<file path="src/hdl/hcic_pkg.sv">
// Package for the Hilbert curve index codec: item types, control group and register map.
// Used by hcic_cfg, hcic_stage and hilbert_curve_index_codec_unit. No dependencies.
package hcic_pkg;

    localparam int ORDER_W          = 5;
    localparam int ADDR_W           = 3;
    localparam int DATA_W           = 32;
    localparam int LEVELS_PER_STAGE = 4;

    localparam logic [ORDER_W-1:0] ORDER_RESET = 5'd16;

    localparam logic CMD_ENCODE = 1'b0;
    localparam logic CMD_DECODE = 1'b1;

    localparam logic [0:0] REG_HILBERT_ORDER = 1'b0;

    typedef struct packed {
        logic        cmd;
        logic [15:0] x_coord;
        logic [15:0] y_coord;
        logic [31:0] distance_in;
    } cmd_item_t;

    typedef struct packed {
        logic [31:0] distance_out;
        logic [15:0] x_out;
        logic [15:0] y_out;
    } rsp_item_t;

    typedef struct packed {
        logic decode;
        logic swp;
        logic inv;
    } hcic_ctl_t;

endpackage

</file>
<file path="src/hdl/hilbert_curve_index_codec_unit.sv">
// Hilbert curve index codec top level: configuration port and the chain of level stages.
// Depends on hcic_pkg, hcic_cfg and hcic_stage.
//
// Converts (x, y) to Hilbert distance (cmd 0) or distance to (x, y) (cmd 1) on a
// 2^order by 2^order grid; order is set through the APB register at address 0
// (reset 16, values above MAX_ORDER act as MAX_ORDER). One item enters per cycle while
// cmd_stall is low, and its result is registered once in each pipeline stage,
// since each pipeline stage walks four curve levels, most significant first.
// A stall on the result side backs up stage by stage; bubbles are filled.
module hilbert_curve_index_codec_unit #(
    parameter int MAX_ORDER = 16
) (
    input  logic                           clk,
    input  logic                           rst_n,
    input  logic                           psel,
    input  logic                           penable,
    input  logic                           pwrite,
    input  logic [hcic_pkg::ADDR_W-1:0]    paddr,
    input  logic [hcic_pkg::DATA_W-1:0]    pwdata,
    output logic [hcic_pkg::DATA_W-1:0]    prdata,
    output logic                           pready,
    input  logic                           cmd_valid,
    output logic                           cmd_stall,
    input  hcic_pkg::cmd_item_t            cmd_item,
    output logic                           rsp_valid,
    input  logic                           rsp_stall,
    output hcic_pkg::rsp_item_t            rsp_item
);

    localparam int LPS = hcic_pkg::LEVELS_PER_STAGE;
    localparam int NS  = (MAX_ORDER + LPS - 1) / LPS;
    localparam int W   = MAX_ORDER;
    localparam int DW  = 2 * MAX_ORDER;

    logic [hcic_pkg::ORDER_W-1:0] order_eff;

    logic                 vld   [0:NS];
    logic                 stl   [0:NS];
    hcic_pkg::hcic_ctl_t  ctl   [0:NS];
    logic [W-1:0]         xs    [0:NS];
    logic [W-1:0]         ys    [0:NS];
    logic [DW-1:0]        ds    [0:NS];
    logic                 is_dec;

    hcic_cfg #(
        .MAX_ORDER (MAX_ORDER)
    ) u_cfg (
        .clk       (clk),
        .rst_n     (rst_n),
        .psel      (psel),
        .penable   (penable),
        .pwrite    (pwrite),
        .paddr     (paddr),
        .pwdata    (pwdata),
        .prdata    (prdata),
        .pready    (pready),
        .order_eff (order_eff)
    );

    assign is_dec     = (cmd_item.cmd == hcic_pkg::CMD_DECODE);
    assign vld[0]     = cmd_valid;
    assign cmd_stall  = stl[0];
    assign ctl[0].decode = is_dec;
    assign ctl[0].swp    = 1'b0;
    assign ctl[0].inv    = 1'b0;
    assign xs[0] = is_dec ? '0 : W'(cmd_item.x_coord);
    assign ys[0] = is_dec ? '0 : W'(cmd_item.y_coord);
    assign ds[0] = is_dec ? DW'(cmd_item.distance_in) : '0;

    for (genvar s = 0; s < NS; s++)
    begin : g_stage
        hcic_stage #(
            .MAX_ORDER (MAX_ORDER),
            .STAGE_IDX (s)
        ) u_stage (
            .clk       (clk),
            .rst_n     (rst_n),
            .order_eff (order_eff),
            .up_valid  (vld[s]),
            .up_stall  (stl[s]),
            .up_ctl    (ctl[s]),
            .up_x      (xs[s]),
            .up_y      (ys[s]),
            .up_d      (ds[s]),
            .dn_valid  (vld[s+1]),
            .dn_stall  (stl[s+1]),
            .dn_ctl    (ctl[s+1]),
            .dn_x      (xs[s+1]),
            .dn_y      (ys[s+1]),
            .dn_d      (ds[s+1])
        );
    end

    assign rsp_valid  = vld[NS];
    assign stl[NS]    = rsp_stall;

    always_comb
    begin
        rsp_item = '0;
        if (ctl[NS].decode)
        begin
            rsp_item.x_out = 16'(xs[NS]);
            rsp_item.y_out = 16'(ys[NS]);
        end
        else
        begin
            rsp_item.distance_out = 32'(ds[NS]);
        end
    end

    ap_one_kind: assert property (@(posedge clk) disable iff (!rst_n)
        rsp_valid |-> (rsp_item.distance_out == '0) ||
                      (rsp_item.x_out == '0 && rsp_item.y_out == '0))
        else $error("result carries both a distance and coordinates");

    ap_order_sat: assert property (@(posedge clk) disable iff (!rst_n)
        order_eff <= hcic_pkg::ORDER_W'(MAX_ORDER))
        else $error("effective order above MAX_ORDER");

    ap_flow: assert property (@(posedge clk) disable iff (!rst_n)
        !rsp_stall |-> !cmd_stall)
        else $error("input stalled while result side drains");

    ap_stall_full: assert property (@(posedge clk) disable iff (!rst_n)
        cmd_stall |-> vld[1])
        else $error("input stalled with first stage empty");

    ap_drain: assert property (@(posedge clk) disable iff (!rst_n)
        (vld[NS-1] && !rsp_stall) |=> rsp_valid)
        else $error("item lost in last stage");

endmodule

</file>
<file path="src/hdl/hcic_cfg.sv">
// Configuration register file of the Hilbert curve index codec (APB-style port).
// Holds the curve order and gives it saturated to MAX_ORDER. Depends on hcic_pkg.
module hcic_cfg #(
    parameter int MAX_ORDER = 16
) (
    input  logic                                clk,
    input  logic                                rst_n,
    input  logic                                psel,
    input  logic                                penable,
    input  logic                                pwrite,
    input  logic [hcic_pkg::ADDR_W-1:0]         paddr,
    input  logic [hcic_pkg::DATA_W-1:0]         pwdata,
    output logic [hcic_pkg::DATA_W-1:0]         prdata,
    output logic                                pready,
    output logic [hcic_pkg::ORDER_W-1:0]        order_eff
);

    localparam logic [hcic_pkg::ORDER_W-1:0] MAX_ORD = hcic_pkg::ORDER_W'(MAX_ORDER);

    logic [hcic_pkg::ORDER_W-1:0] order_reg;
    logic [hcic_pkg::ORDER_W-1:0] order_next;
    logic                         sel_order;
    logic                         wr_en;

    assign sel_order = (paddr[hcic_pkg::ADDR_W-1:2] == hcic_pkg::REG_HILBERT_ORDER);
    assign wr_en     = psel && penable && pwrite && sel_order;
    assign pready    = 1'b1;

    always_comb
    begin
        order_next = order_reg;
        if (wr_en)
        begin
            order_next = pwdata[hcic_pkg::ORDER_W-1:0];
        end
    end

    always_ff @(posedge clk or negedge rst_n)
    begin
        if (!rst_n)
        begin
            order_reg <= hcic_pkg::ORDER_RESET;
        end
        else
        begin
            order_reg <= order_next;
        end
    end

    always_comb
    begin
        prdata = '0;
        if (sel_order)
        begin
            prdata = hcic_pkg::DATA_W'(order_reg);
        end
    end

    assign order_eff = (order_reg > MAX_ORD) ? MAX_ORD : order_reg;

endmodule

</file>
<file path="src/hdl/hcic_stage.sv">
// One pipeline stage of the Hilbert curve index codec: a group of curve levels and its register.
// Walks levels from the most significant one down, tracking swap and invert. Depends on hcic_pkg.
module hcic_stage #(
    parameter int MAX_ORDER = 16,
    parameter int STAGE_IDX = 0
) (
    input  logic                           clk,
    input  logic                           rst_n,
    input  logic [hcic_pkg::ORDER_W-1:0]   order_eff,
    input  logic                           up_valid,
    output logic                           up_stall,
    input  hcic_pkg::hcic_ctl_t            up_ctl,
    input  logic [MAX_ORDER-1:0]           up_x,
    input  logic [MAX_ORDER-1:0]           up_y,
    input  logic [2*MAX_ORDER-1:0]         up_d,
    output logic                           dn_valid,
    input  logic                           dn_stall,
    output hcic_pkg::hcic_ctl_t            dn_ctl,
    output logic [MAX_ORDER-1:0]           dn_x,
    output logic [MAX_ORDER-1:0]           dn_y,
    output logic [2*MAX_ORDER-1:0]         dn_d
);

    localparam int LPS = hcic_pkg::LEVELS_PER_STAGE;
    localparam int W   = MAX_ORDER;
    localparam int DW  = 2 * MAX_ORDER;

    hcic_pkg::hcic_ctl_t  ctl_c [0:LPS];
    logic [W-1:0]         x_c   [0:LPS];
    logic [W-1:0]         y_c   [0:LPS];
    logic [DW-1:0]        d_c   [0:LPS];

    logic                 valid_reg;
    logic                 valid_next;
    hcic_pkg::hcic_ctl_t  ctl_reg;
    logic [W-1:0]         x_reg;
    logic [W-1:0]         y_reg;
    logic [DW-1:0]        d_reg;
    logic                 load;

    assign ctl_c[0] = up_ctl;
    assign x_c[0]   = up_x;
    assign y_c[0]   = up_y;
    assign d_c[0]   = up_d;

    for (genvar j = 0; j < LPS; j++)
    begin : g_level
        localparam int LV = MAX_ORDER - 1 - (STAGE_IDX * LPS + j);
        if (LV >= 0)
        begin : g_on
            logic en;
            logic ox;
            logic oy;
            logic bx;
            logic by;
            logic tx;
            logic ty;

            assign en = (hcic_pkg::ORDER_W'(LV) < order_eff);

            always_comb
            begin
                ctl_c[j+1] = ctl_c[j];
                x_c[j+1]   = x_c[j];
                y_c[j+1]   = y_c[j];
                d_c[j+1]   = d_c[j];
                if (ctl_c[j].decode)
                begin
                    bx = d_c[j][2*LV+1];
                    by = d_c[j][2*LV+1] ^ d_c[j][2*LV];
                    tx = bx ^ ctl_c[j].inv;
                    ty = by ^ ctl_c[j].inv;
                    ox = ctl_c[j].swp ? ty : tx;
                    oy = ctl_c[j].swp ? tx : ty;
                end
                else
                begin
                    ox = x_c[j][LV];
                    oy = y_c[j][LV];
                    tx = ctl_c[j].swp ? oy : ox;
                    ty = ctl_c[j].swp ? ox : oy;
                    bx = tx ^ ctl_c[j].inv;
                    by = ty ^ ctl_c[j].inv;
                end
                if (en)
                begin
                    ctl_c[j+1].swp = ctl_c[j].swp ^ !by;
                    ctl_c[j+1].inv = ctl_c[j].inv ^ (!by && bx);
                    if (ctl_c[j].decode)
                    begin
                        x_c[j+1][LV] = ox;
                        y_c[j+1][LV] = oy;
                    end
                    else
                    begin
                        d_c[j+1][2*LV+1] = bx;
                        d_c[j+1][2*LV]   = bx ^ by;
                    end
                end
            end
        end
        else
        begin : g_off
            assign ctl_c[j+1] = ctl_c[j];
            assign x_c[j+1]   = x_c[j];
            assign y_c[j+1]   = y_c[j];
            assign d_c[j+1]   = d_c[j];
        end
    end

    assign up_stall   = valid_reg && dn_stall;
    assign load       = up_valid && !up_stall;
    assign valid_next = up_stall ? valid_reg : up_valid;

    always_ff @(posedge clk or negedge rst_n)
    begin
        if (!rst_n)
        begin
            valid_reg <= 1'b0;
        end
        else
        begin
            valid_reg <= valid_next;
        end
    end

    always_ff @(posedge clk)
    begin
        if (load)
        begin
            ctl_reg <= ctl_c[LPS];
            x_reg   <= x_c[LPS];
            y_reg   <= y_c[LPS];
            d_reg   <= d_c[LPS];
        end
    end

    assign dn_valid = valid_reg;
    assign dn_ctl   = ctl_reg;
    assign dn_x     = x_reg;
    assign dn_y     = y_reg;
    assign dn_d     = d_reg;

endmodule
</file>
<file path="config.mk">
export PLATFORM = sky130hd
export DESIGN_NAME = hilbert_curve_index_codec_unit
export DESIGN_NICKNAME = d
export VERILOG_FILES = /design/src/hdl/hcic_pkg.sv /design/src/hdl/hilbert_curve_index_codec_unit.sv /design/src/hdl/hcic_cfg.sv /design/src/hdl/hcic_stage.sv
export SDC_FILE = /design/constraint.sdc
export NUM_CORES = 1
export LEC_CHECK = 0
export ABC_CLOCK_PERIOD_IN_PS = 12700
export BUFFER_PORTS_ARGS = -buffer_cell sky130_fd_sc_hd__buf_2
export CORE_MARGIN = 4
export CORE_UTILIZATION = 40
export DETAILED_ROUTE_END_ITERATION = 12
export PLACE_DENSITY_LB_ADDON = 0.05
export SLEW_MARGIN = 20
export SYNTH_ARGS = -nofsm -noshare
export SYNTH_HDL_FRONTEND = slang
export SYNTH_SLANG_ARGS = --single-unit
export TNS_END_PERCENT = 5
</file>
<file path="constraint.sdc">
create_clock -name clk -period 12.7 [get_ports clk]
set_input_delay 2.54 -clock clk [delete_from_list [all_inputs] [get_ports clk]]
set_output_delay 2.54 -clock clk [all_outputs]
set_load 0.01 [all_outputs]
</file>
==> Implementation_results.wiki <==
{| class="wikitable"
! Metric !! Value
|-
| Reg2Reg Depth || 22
|-
| RD Place Congestion || 0.804
|-
| Buf+Inv Stages, Crit Path || 2
|-
| Capturing instance or port of the critical path || g_stage[0].u_stage.dn_d[24]
|-
| Launch point of the worst reg-to-reg path || g_stage[0].u_stage.dn_ctl[1]
|-
| Share of Yosys cell area claimed by the top area cell type || 59.1%
|-
| Flip-flop count of the largest register, all copies and words added || 128
|-
| Number of buffers created by CTS || 30
|-
| Leakage power figure || 0.00596 uW
|-
| Number of slew-limit violations in the final report || 0
|-
| Slew at the pin closest to its max-slew limit || ~1.0 ns
|-
| Portion of the post-synthesis area used by sequential elements || 60.8%
|-
| Number of nets with antenna violations after detailed routing || 0
|-
| Fill cell count || around 3,100
|-
| Minimum clock period after layout || 7.35 ns
|-
| PwrDens || 211 nW/um^2
|-
| Avg Synthesized Cell Area || approximately 12 sq um
|-
| Slowest cell on the critical path || o21ai_1
|-
| Count of hold-fix buffers inserted at cts || 0
|-
| Tot GR Track Use || between 10% and 20%
|-
| Post-Place Cell Area || between 10,000 and 15,000 sq um
|-
| Unrepaired setup endpoints after global routing || no
|-
| Switching share of power || 33.8%
|-
| Die Ht || 192 um
|-
| Source of the critical timing path || cmd_item[64]
|-
| Cell family with the largest share of critical-path delay || compound AO/OA/AOI/OAI gates
|-
| Relative contribution of sequential cells to total power || slightly above 40%
|-
| Worst vdd ir || 111 uV
|-
| # setup viols final || 0
|-
| Global-route wire length before repair || 45.5 mm
|-
| DP Wirelength || 19.7 mm
|-
| Outcome || finished, final reports clean
|-
| Primary FF master, synth || edfxtp_1
|-
| Total I/O pin count || ~200
|-
| Antenna cell count || 0
|-
| Signal arrival time at the worst endpoint || about 7.7 ns
|-
| Std-Cell Core Area || 33,400 sq um
|-
| Total Neg Setup Slack || 0 ns
|-
| Most used standard cell by instance count after synthesis || edfxtp_1
|-
| Synth top cells by count || edfxtp_1 (266), nand2_1 (114), nor2b_1 (66)
|-
| Critical-path maximum fanout || 59
|-
| Per-cell via count in the routed design || 4.93
|-
| Post-cts gate resize count || 0
|-
| Number of enable flip-flop cells after synthesis || 266
|-
| Clock slew at the register clock pins of the worst setup and hold paths || 0.06 ns
|-
| Grt total ovfl || 0
|-
| Synthesis Warnings || 0
|-
| Register bit total from synthesis || around 280
|-
| Site Rows || 67
|-
| Count of distinct cell types in the synthesized netlist || 74
|-
| Cell chain of the critical path || buf_2, buf_4, a21oi_1, ha_1, nand2_1, nor4_1, a41o_1, nor3_2, mux2i_1, xnor2_1, o21ai_0, ha_1, o21ai_1, xnor2_1, mux2_2, ha_1, nor2_1, a22o_1
|-
| Required arrival time at the worst endpoint || 13.01 ns
|-
| NetSw || 1110 uW
|-
| Routed len/inst || 16.9 um
|-
| Crit start category || input port
|-
| Total standard cell area after synthesis || roughly 14,000 sq um
|-
| Vias in the first global route || 8,114
|-
| Post-CTS Setup Repair Bufs || 0
|-
| Total non-filler cell area in the finished layout || 15,500 sq um
|-
| Final hold violation count || 0
|-
| Power share of the clock group || 24.5%
|-
| CTS root buffer || clkbuf_16
|-
| Clock Skew || 0.00901 ns
|-
| Max cap viols || 0
|-
| Relative contribution of combinational cells to total power || 35.1%
|-
| Largest net degree at the start of global routing || 68
|-
| Initial antenna violation count || 2
|-
| Layout overhead on the synthesized area || 14.6%
|-
| X dimension of the die || about 190 um
|-
| Path type of the worst setup path || in -> reg
|-
| # port buffers || 148
|-
| Depth of the worst hold-timing path || 0
|-
| Endpoint kind of the worst setup timing path || flop
|-
| Maximum clock insertion buffer count || 3
|-
| Cell accounting for the most synthesized area || edfxtp_1
|-
| Total number of nets in the final design || roughly 1,400
|-
| Worst-case hold slack || 0.413 ns
|-
| Total DRC errors in the routed layout || 0
|-
| Iter 0 DRT Violations || 596
|-
| Classification of the worst-slack hold path || reg -> reg
|-
| Maximum clock rate || 0.136 GHz
|-
| TritonCTS clock tree || done
|-
| Setup slack of the most critical reg-to-reg path || 6.21 ns
|-
| Remaining max-slew budget at the tightest pin || 33.4%
|-
| Die Footprint || 36,800 sq um
|-
| Share of post-route cells with drive strength above 1 || 19.0%
|-
| Dominant cell type by count on the critical path || ha_1
|-
| Clk_lat worst skew || 0.56 ns
|-
| Wirelength, routed || 29.1 mm
|-
| Length of the first detailed-routing pass in iterations || 5
|-
| Peak per-stage delay on the critical path || 0.60 ns
|-
| Endpoint of the lowest-slack register-to-register path || g_stage[1].u_stage.dn_ctl[0]
|-
| Number of instances in the synthesized netlist || 1,109
|-
| Clock Sinks || 275
|-
| Deepest level of the CTS H-tree || 1
|-
| Routed vias || 8,457
|-
| Top area cells in the synthesized netlist || edfxtp_1 (59%), xnor2_1 (3.4%), nand2_1 (3.2%)
|-
| Design internal power || 2160 uW
|-
| Post-route clock period utilization || 57.8%
|-
| Path length in cells of the critical path || 18
|-
| Initial Utilization || 40.4%
|-
| Synth async-reset ratio || 3.27%
|}
==> cell families after synthesis <==
| kind of cell | synth area share (%) |
|---|---|
| other cells | 0.0556 |
| simple gates | 15.9 |
| flops | 60.8 |
| fa+ha+maj | 1.39 |
| mux | 3.87 |
| buf+inv | 3.67 |
| compound gates | 7.87 |
| xor+xnor | 6.47 |
==> stage by stage <==
stage	std cells	power (uW)	setup slack, ns	utilization [%]
6_report	1717	3270	5.35	46.3
5_1_grt	1717	3500	4.92	46.3
4_1_cts	1717	3310	4.97	46.3
3_5_place_dp	1663	2490	4.39	43.6
3_3_place_gp	1663	2470	4.43	43.6
2_1_floorplan	1135	2230	4.86	-
==> cell usage in the layout (no fill, tap or decap), drive strengths merged, types with 9 or more instances in the layout <==
cell type / synthesis / final
nand2b: 9 / 9
xor2: 45 / 45
and2: 64 / 64
o21ai: 52 / 52
nand2: 114 / 114
or2: 9 / 9
clkinv: 1 / 15
clkbuf: 38 / 39
o31ai: 10 / 10
and3: 9 / 9
conb: 2 / 28
buf: 38 / 156
nor2: 62 / 62
xnor2: 54 / 54
mux2: 24 / 24
edfxtp: 266 / 266
ha: 15 / 15
mux2i: 23 / 23
nor2b: 66 / 66
nand3: 25 / 25
nand4: 9 / 9
a31oi: 12 / 12
nor3: 9 / 9
a21oi: 35 / 35
inv: 21 / 21
==> worst min-delay path by stage <==
stage,to,startpoint,slack [ns]
after floorplan,g_stage[1].u_stage.dn_d[0],g_stage[0].u_stage.dn_d[0],0.40
after detailed placement,g_stage[1].u_stage.dn_d[0],g_stage[0].u_stage.dn_d[0],0.40
after global placement,g_stage[2].u_stage.dn_y[11],g_stage[1].u_stage.dn_y[11],0.40
after global routing,g_stage[2].u_stage.dn_y[8],g_stage[1].u_stage.dn_y[8],0.42
final,g_stage[3].u_stage.dn_y[6],g_stage[2].u_stage.dn_y[6],0.41
after CTS,g_stage[3].u_stage.dn_y[6],g_stage[2].u_stage.dn_y[6],0.41
==> per-layer routing <==
layer | vias to the layer above | part of all wire [%] | track usage (%)
met5 | - | 0.028 | 0
met4 | 2 | 1.4 | 3.12
met1 | 3971 | 48 | 22.9
met3 | 42 | 6.2 | 3.09
met2 | 211 | 44 | 24.3
li1 | 4231 | - | -
==> cell type report <==
class / instances / area, sq um / area share [%]
Clock buffer: 39 / 806 / 5.20
Clock inverter: 15 / 93.8 / 0.606
Inverter: 22 / 82.6 / 0.533
Multi-Input combinational cell: 762 / 4920 / 31.8
Sequential cell: 275 / 8210 / 53.1
Tap cell: 448 / 561 / 3.62
Timing Repair Buffer: 156 / 801 / 5.17
==> worst reg2reg max path, cell delays in order (launching register included) <==
cell	delay (ns)
edfxtp_1	0.55
mux2i_1	0.36
xor2_1	0.18
nor2_1	0.05
a21oi_1	0.14
ha_1	0.18
nand2b_1	0.06
o221ai_1	0.77
nor4_1	0.13
o41ai_2	0.72
a211oi_1	0.23
nor3_1	0.51
o21ai_0	0.20
xnor2_1	0.17
o21ai_0	0.23
ha_1	0.17
nand2_1	0.06
xnor2_1	0.61
xnor2_1	0.19
mux2_2	0.30
ha_1	0.18
nand2_1	0.07
xnor2_1	0.12
==> power groups by stage <==
stage | registers [uW] | logic, uW | clock network, uW
after CTS | 1320 | 1160 | 830
after detailed placement | 1340 | 1150 | 0
after global placement | 1340 | 1140 | 0
after global routing | 1340 | 1300 | 866
after floorplan | 1280 | 943 | 0
final | 1320 | 1150 | 800
Note: power is estimated with default switching activity, not from simulation.
